<file path="src/rvd_pkg.sv">
package rvd_pkg;

	localparam int WINDOW_DEFAULT = 128;
	localparam int PRICE_W        = 24;
	localparam int PCT_W          = 16;
	localparam int SCALE_W        = 15;

	localparam logic [PCT_W-1:0]   PCT_MAX      = 16'hFFFF;
	localparam logic [PCT_W-1:0]   THRESH_RESET = 16'd640;
	localparam logic [SCALE_W-1:0] SCALE_PCT    = 15'd25600;

	typedef enum logic [3:0] {
		S_IDLE,
		S_SQ,
		S_SUM,
		S_PROD,
		S_COMB,
		S_DIFF,
		S_SQRT,
		S_SCALE,
		S_DIVCHK,
		S_DIV,
		S_DONE
	} state_t;

	typedef struct packed {
		logic accept;
		logic sq;
		logic upd;
		logic prod;
		logic comb;
		logic diff;
		logic sqrt_step;
		logic scale;
		logic divchk;
		logic div_step;
		logic res_zero;
		logic load_out;
	} cmd_t;

	typedef struct packed {
		logic zero_case;
		logic ovf;
		logic last;
	} sts_t;

endpackage

</file>
<file path="src/rvd_ctrl.sv">
module rvd_ctrl
	import rvd_pkg::*;
(
	input  logic clk,
	input  logic arst_n,
	input  logic in_valid,
	output logic in_stall,
	output logic out_valid,
	input  logic out_stall,
	input  sts_t sts,
	output cmd_t cmd
);

	state_t state_q, state_nx;
	logic   out_valid_q;
	logic   out_free;

	assign out_free = !out_valid_q || !out_stall;

	always_comb begin
		state_nx = state_q;
		unique case (state_q)
			S_IDLE:   if (in_valid) state_nx = S_SQ;
			S_SQ:     state_nx = S_SUM;
			S_SUM:    state_nx = S_PROD;
			S_PROD:   state_nx = sts.zero_case ? S_DONE : S_COMB;
			S_COMB:   state_nx = S_DIFF;
			S_DIFF:   state_nx = S_SQRT;
			S_SQRT:   if (sts.last) state_nx = S_SCALE;
			S_SCALE:  state_nx = S_DIVCHK;
			S_DIVCHK: state_nx = sts.ovf ? S_DONE : S_DIV;
			S_DIV:    if (sts.last) state_nx = S_DONE;
			S_DONE:   if (out_free) state_nx = S_IDLE;
			default:  state_nx = S_IDLE;
		endcase
	end

	always_comb begin
		cmd = '0;
		unique case (state_q)
			S_IDLE:   cmd.accept    = in_valid;
			S_SQ:     cmd.sq        = 1'b1;
			S_SUM:    cmd.upd       = 1'b1;
			S_PROD: begin
				cmd.prod     = 1'b1;
				cmd.res_zero = sts.zero_case;
			end
			S_COMB:   cmd.comb      = 1'b1;
			S_DIFF:   cmd.diff      = 1'b1;
			S_SQRT:   cmd.sqrt_step = 1'b1;
			S_SCALE:  cmd.scale     = 1'b1;
			S_DIVCHK: cmd.divchk    = 1'b1;
			S_DIV:    cmd.div_step  = 1'b1;
			S_DONE:   cmd.load_out  = out_free;
			default:  cmd = '0;
		endcase
	end

	always_ff @(posedge clk or negedge arst_n) begin
		if (!arst_n) begin
			state_q     <= S_IDLE;
			out_valid_q <= 1'b0;
		end else begin
			state_q <= state_nx;
			if (cmd.load_out) begin
				out_valid_q <= 1'b1;
			end else if (!out_stall) begin
				out_valid_q <= 1'b0;
			end
		end
	end

	assign in_stall  = (state_q != S_IDLE);
	assign out_valid = out_valid_q;

endmodule

</file>
<file path="config.mk">
export PLATFORM = sky130hd
export DESIGN_NAME = rvd_ctrl
export DESIGN_NICKNAME = d
export VERILOG_FILES = /design/src/rvd_pkg.sv /design/src/rvd_ctrl.sv
export SDC_FILE = /design/constraint.sdc
export NUM_CORES = 1
export LEC_CHECK = 0
export CORE_AREA = 3 3 40 42
export CTS_BUF_LIST = sky130_fd_sc_hd__clkbuf_4 sky130_fd_sc_hd__clkbuf_8
export CTS_CLUSTER_SIZE = 20
export DETAILED_ROUTE_END_ITERATION = 12
export DIE_AREA = 0 0 43 45
export DONT_BUFFER_PORTS = 1
export MAX_ROUTING_LAYER = met4
export PLACE_DENSITY = 0.52
export SLEW_MARGIN = 40
export SYNTH_ARGS = -nofsm -noshare
export SYNTH_HDL_FRONTEND = slang
export SYNTH_SLANG_ARGS = --single-unit
</file>
<file path="constraint.sdc">
create_clock -name clk -period 2.5 [get_ports clk]
set_clock_uncertainty 0.2 [all_clocks]
set_input_delay 0.125 -clock clk [delete_from_list [all_inputs] [get_ports clk]]
set_output_delay 0.125 -clock clk [all_outputs]
set_load 0.05 [all_outputs]
</file>
==> results.md <==
- Worst-skew pair later-pin latency: between 200 and 250 ps
- WS Path Type: flip-flop to flip-flop
- Die Span Y: ~45 microns
- Fin. Hold Viols: 0
- ANT nets after route: 0
- Crit end category: flip-flop
- Clock slew at reported path FFs: 40 ps
- Placement row count: 13
- GPL Wtd Cong: about 0.77
- Hold Path Origin: sts[2]
- Initial antenna violation count: 0
- Wire length per cell: ~10 microns
- Final Slew Violations: 0
- Worst Reg-to-Reg Cells: 5
- Post-synthesis net count: 60
- Vias/cell: a little under 5
- Register area share after synthesis: approximately 30%
- Grt total ovfl: 0
- Req. time, crit path: around 2400 ps
- CTS tree: done
- Fin area: roughly 610 sq um
- Fin crit share: between 90 and 100%
- Leakage power: roughly 0.30 nW
- Clock tree buffer depth: 2
- Total die area: around 0.0019 sq mm
- Setup crit start: state_q[0]
- DRT Wirelength: 911 microns
- Placed inst area: approximately 500 sq um
- TritonCTS buffer count: 3
- Final Total Pwr: 0.9682 mW
- Worst Tran Pin Value: between 400 and 500 ps
- RSZ-0062 raised after global routing: false
- Clk sinks: 5
- Post-Place Cells: 78
- N_diodes: 0
- Core area: 0.001285 sq mm
- R2R Path Start: state_q[0]
- Non-filler cells in the finished layout: just under 90
- Top cell type's share of synthesized area: slightly above 30%
- Hold/Removal Path Class: input port to flip-flop
- Maxcap violations: 0
- R2r setup slk: 90 ps
- Starting density of the core: 31.74%
- P per Cell Area: 1579 mW/mm^2
- YS warnings: 0
- DR vias: ~430
- # fillers: between 100 and 150
- Yosys top cell by area: dfrtp_1
- Min Tclk post-route: about 2400 ps
- Cell Area, Synth: ~400 sq um
- Dominant cells by area after synthesis: dfrtp_1, nor2_1, nor3_1
- Nets@finish: 82
- First-pass GRT wire length: roughly 1400 microns
- Crit-path max FO: 8
- I/O Buffers: 0
- Final core occ: approximately 48%
- Synth Instances: between 50 and 60
- Fraction of layout cells with a size suffix above 1: 32.43%
- CTS Root Cell: clkbuf_4
- Initial DRC Count: 5
- Hold EP: state_q[1]
- Layout area overhead: 50.31%
- VDD IR max: roughly 0.66 mV
- Setup TNS: 0 ps
- Worst EP arrival: around 2300 ps
- Post-detail-place hpwl: between 700 and 800 microns
- Vias in the first global route: roughly 360
- Final setup violation count: 0
- Highest clock rate: approximately 420 MHz
- Run status: completed
- Die Wd: approximately 43 microns
- Slew margin rel.: between 60% and 70%
- Number of cells on the worst hold path: 3
- Drc violations: 0
- Largest net degree at the start of global routing: 16
- Total track usage: 10.02%
- CP startpoint kind: flip-flop
- Syn avg cell area: between 7 and 8 sq um
- Library cells used by synthesis: 23
- I/O Pins: 21
- Synth Register Bits: 5
- Worst r2r dst: state_q[0]
- Post_cts resized: 0
- Post-CTS setup buffers: 0
- H-tree depth: 1
- Drt first pass iters: 4
-- cell usage after synthesis --
master,instances
dfrtp_1,5
or4_4,1
clkbuf_1,1
or2b_2,1
nand2b_1,2
buf_4,1
o22ai_2,2
or2b_1,1
buf_2,1
a21oi_1,5
mux2i_1,1
and2_1,1
nand3_1,1
inv_1,3
nor3_1,6
o31ai_1,1
a21oi_2,1
mux2_4,1
nor2b_1,1
o221ai_1,1
nor2_1,11
or4bb_1,1
nand2_1,4
-- cells in the final DEF (no fill, tap or decap), types with 2 or more instances in the layout --
master,instances
nor2_1,11
clkbuf_4,4
nor3_1,5
o22ai_2,2
nand2b_1,2
a21oi_1,5
dfrtp_1,5
nand2_1,4
buf_4,13
dlygate4sd3_1,7
inv_1,3
-- per-stage QoR --
stage	setup slack, ps	hold WS, ps
2_1_floorplan	296.7	-370.6
3_3_place_gp	493.8	-370.5
3_5_place_dp	460.6	-370.5
4_1_cts	63.58	67.93
5_1_grt	9.026	124.8
6_report	94.09	75.63
-- routing by layer --
| metal | wire length, microns | GRT usage, % | up-vias | share of wire [%] |
|---|---|---|---|---|
| met5 | 0 | - | - | 0 |
| met4 | 0 | 0 | 0 | 0 |
| met3 | 85 | 6.375 | 0 | 9.3 |
| met2 | 391 | 14.67 | 14 | 43 |
| met1 | 434 | 12.53 | 193 | 48 |
| li1 | - | - | 227 | - |
-- where the power goes --
group	internal [mW]	leakage [nW]	switching (mW)
sequential	0.119	0.0632	0.0908
combinational	0.246	0.217	0.412
clock	0.0709	0.0184	0.0296
-- what timing repair did --
action | 4_1_cts | 5_1_grt
hold buffers | 7 | 0
hold endpoints to repair | 10 | 0
endpoints found under the setup margin | 0 | 1
-- sequential cells by signal (all words and copies together) (netlist names) --
name / count
state_q: 4
out_valid: 1
-- logic make-up (layout without fill, tap and decap cells) --
| kind of cell | count (synthesis) | after routing | share of synthesized area (%) |
|---|---|---|---|
| multiplexers | 2 | 2 | 6.134 |
| buffers and inverters | 6 | 27 | 6.747 |
| flip-flops | 5 | 5 | 30.67 |
| AND/OR/NAND/NOR | 30 | 30 | 38.04 |
| AO/OA/AOI/OAI | 10 | 10 | 18.40 |
-- worst max-delay path by stage --
stage | endpoint | slack (ps) | cells past startpoint
2_1_floorplan | cmd[9] | 300 | 3
3_3_place_gp | state_q[1] | 490 | 4
3_5_place_dp | state_q[1] | 460 | 4
4_1_cts | state_q[0] | 60 | 5
5_1_grt | state_q[0] | 9 | 5
6_report | state_q[0] | 90 | 5
-- area by class of cell --
class	instances	area [sq um]	share of cell area (%)
repair buffers	20	167.7	27.35
flip-flops and latches	5	125.1	20.41
well taps	15	18.77	3.061
multi-input cells	42	260.3	42.45
clock buffers	4	30.03	4.898
inverters	3	11.26	1.837
-- critical path: stages (launching register included) --
cell           delay [ps]
dfrtp_1               440
or4_4                 690
o22ai_2               200
a21oi_2                80
mux2i_1               120
dlygate4sd3_1         560
(Power assumes the default switching activity.)
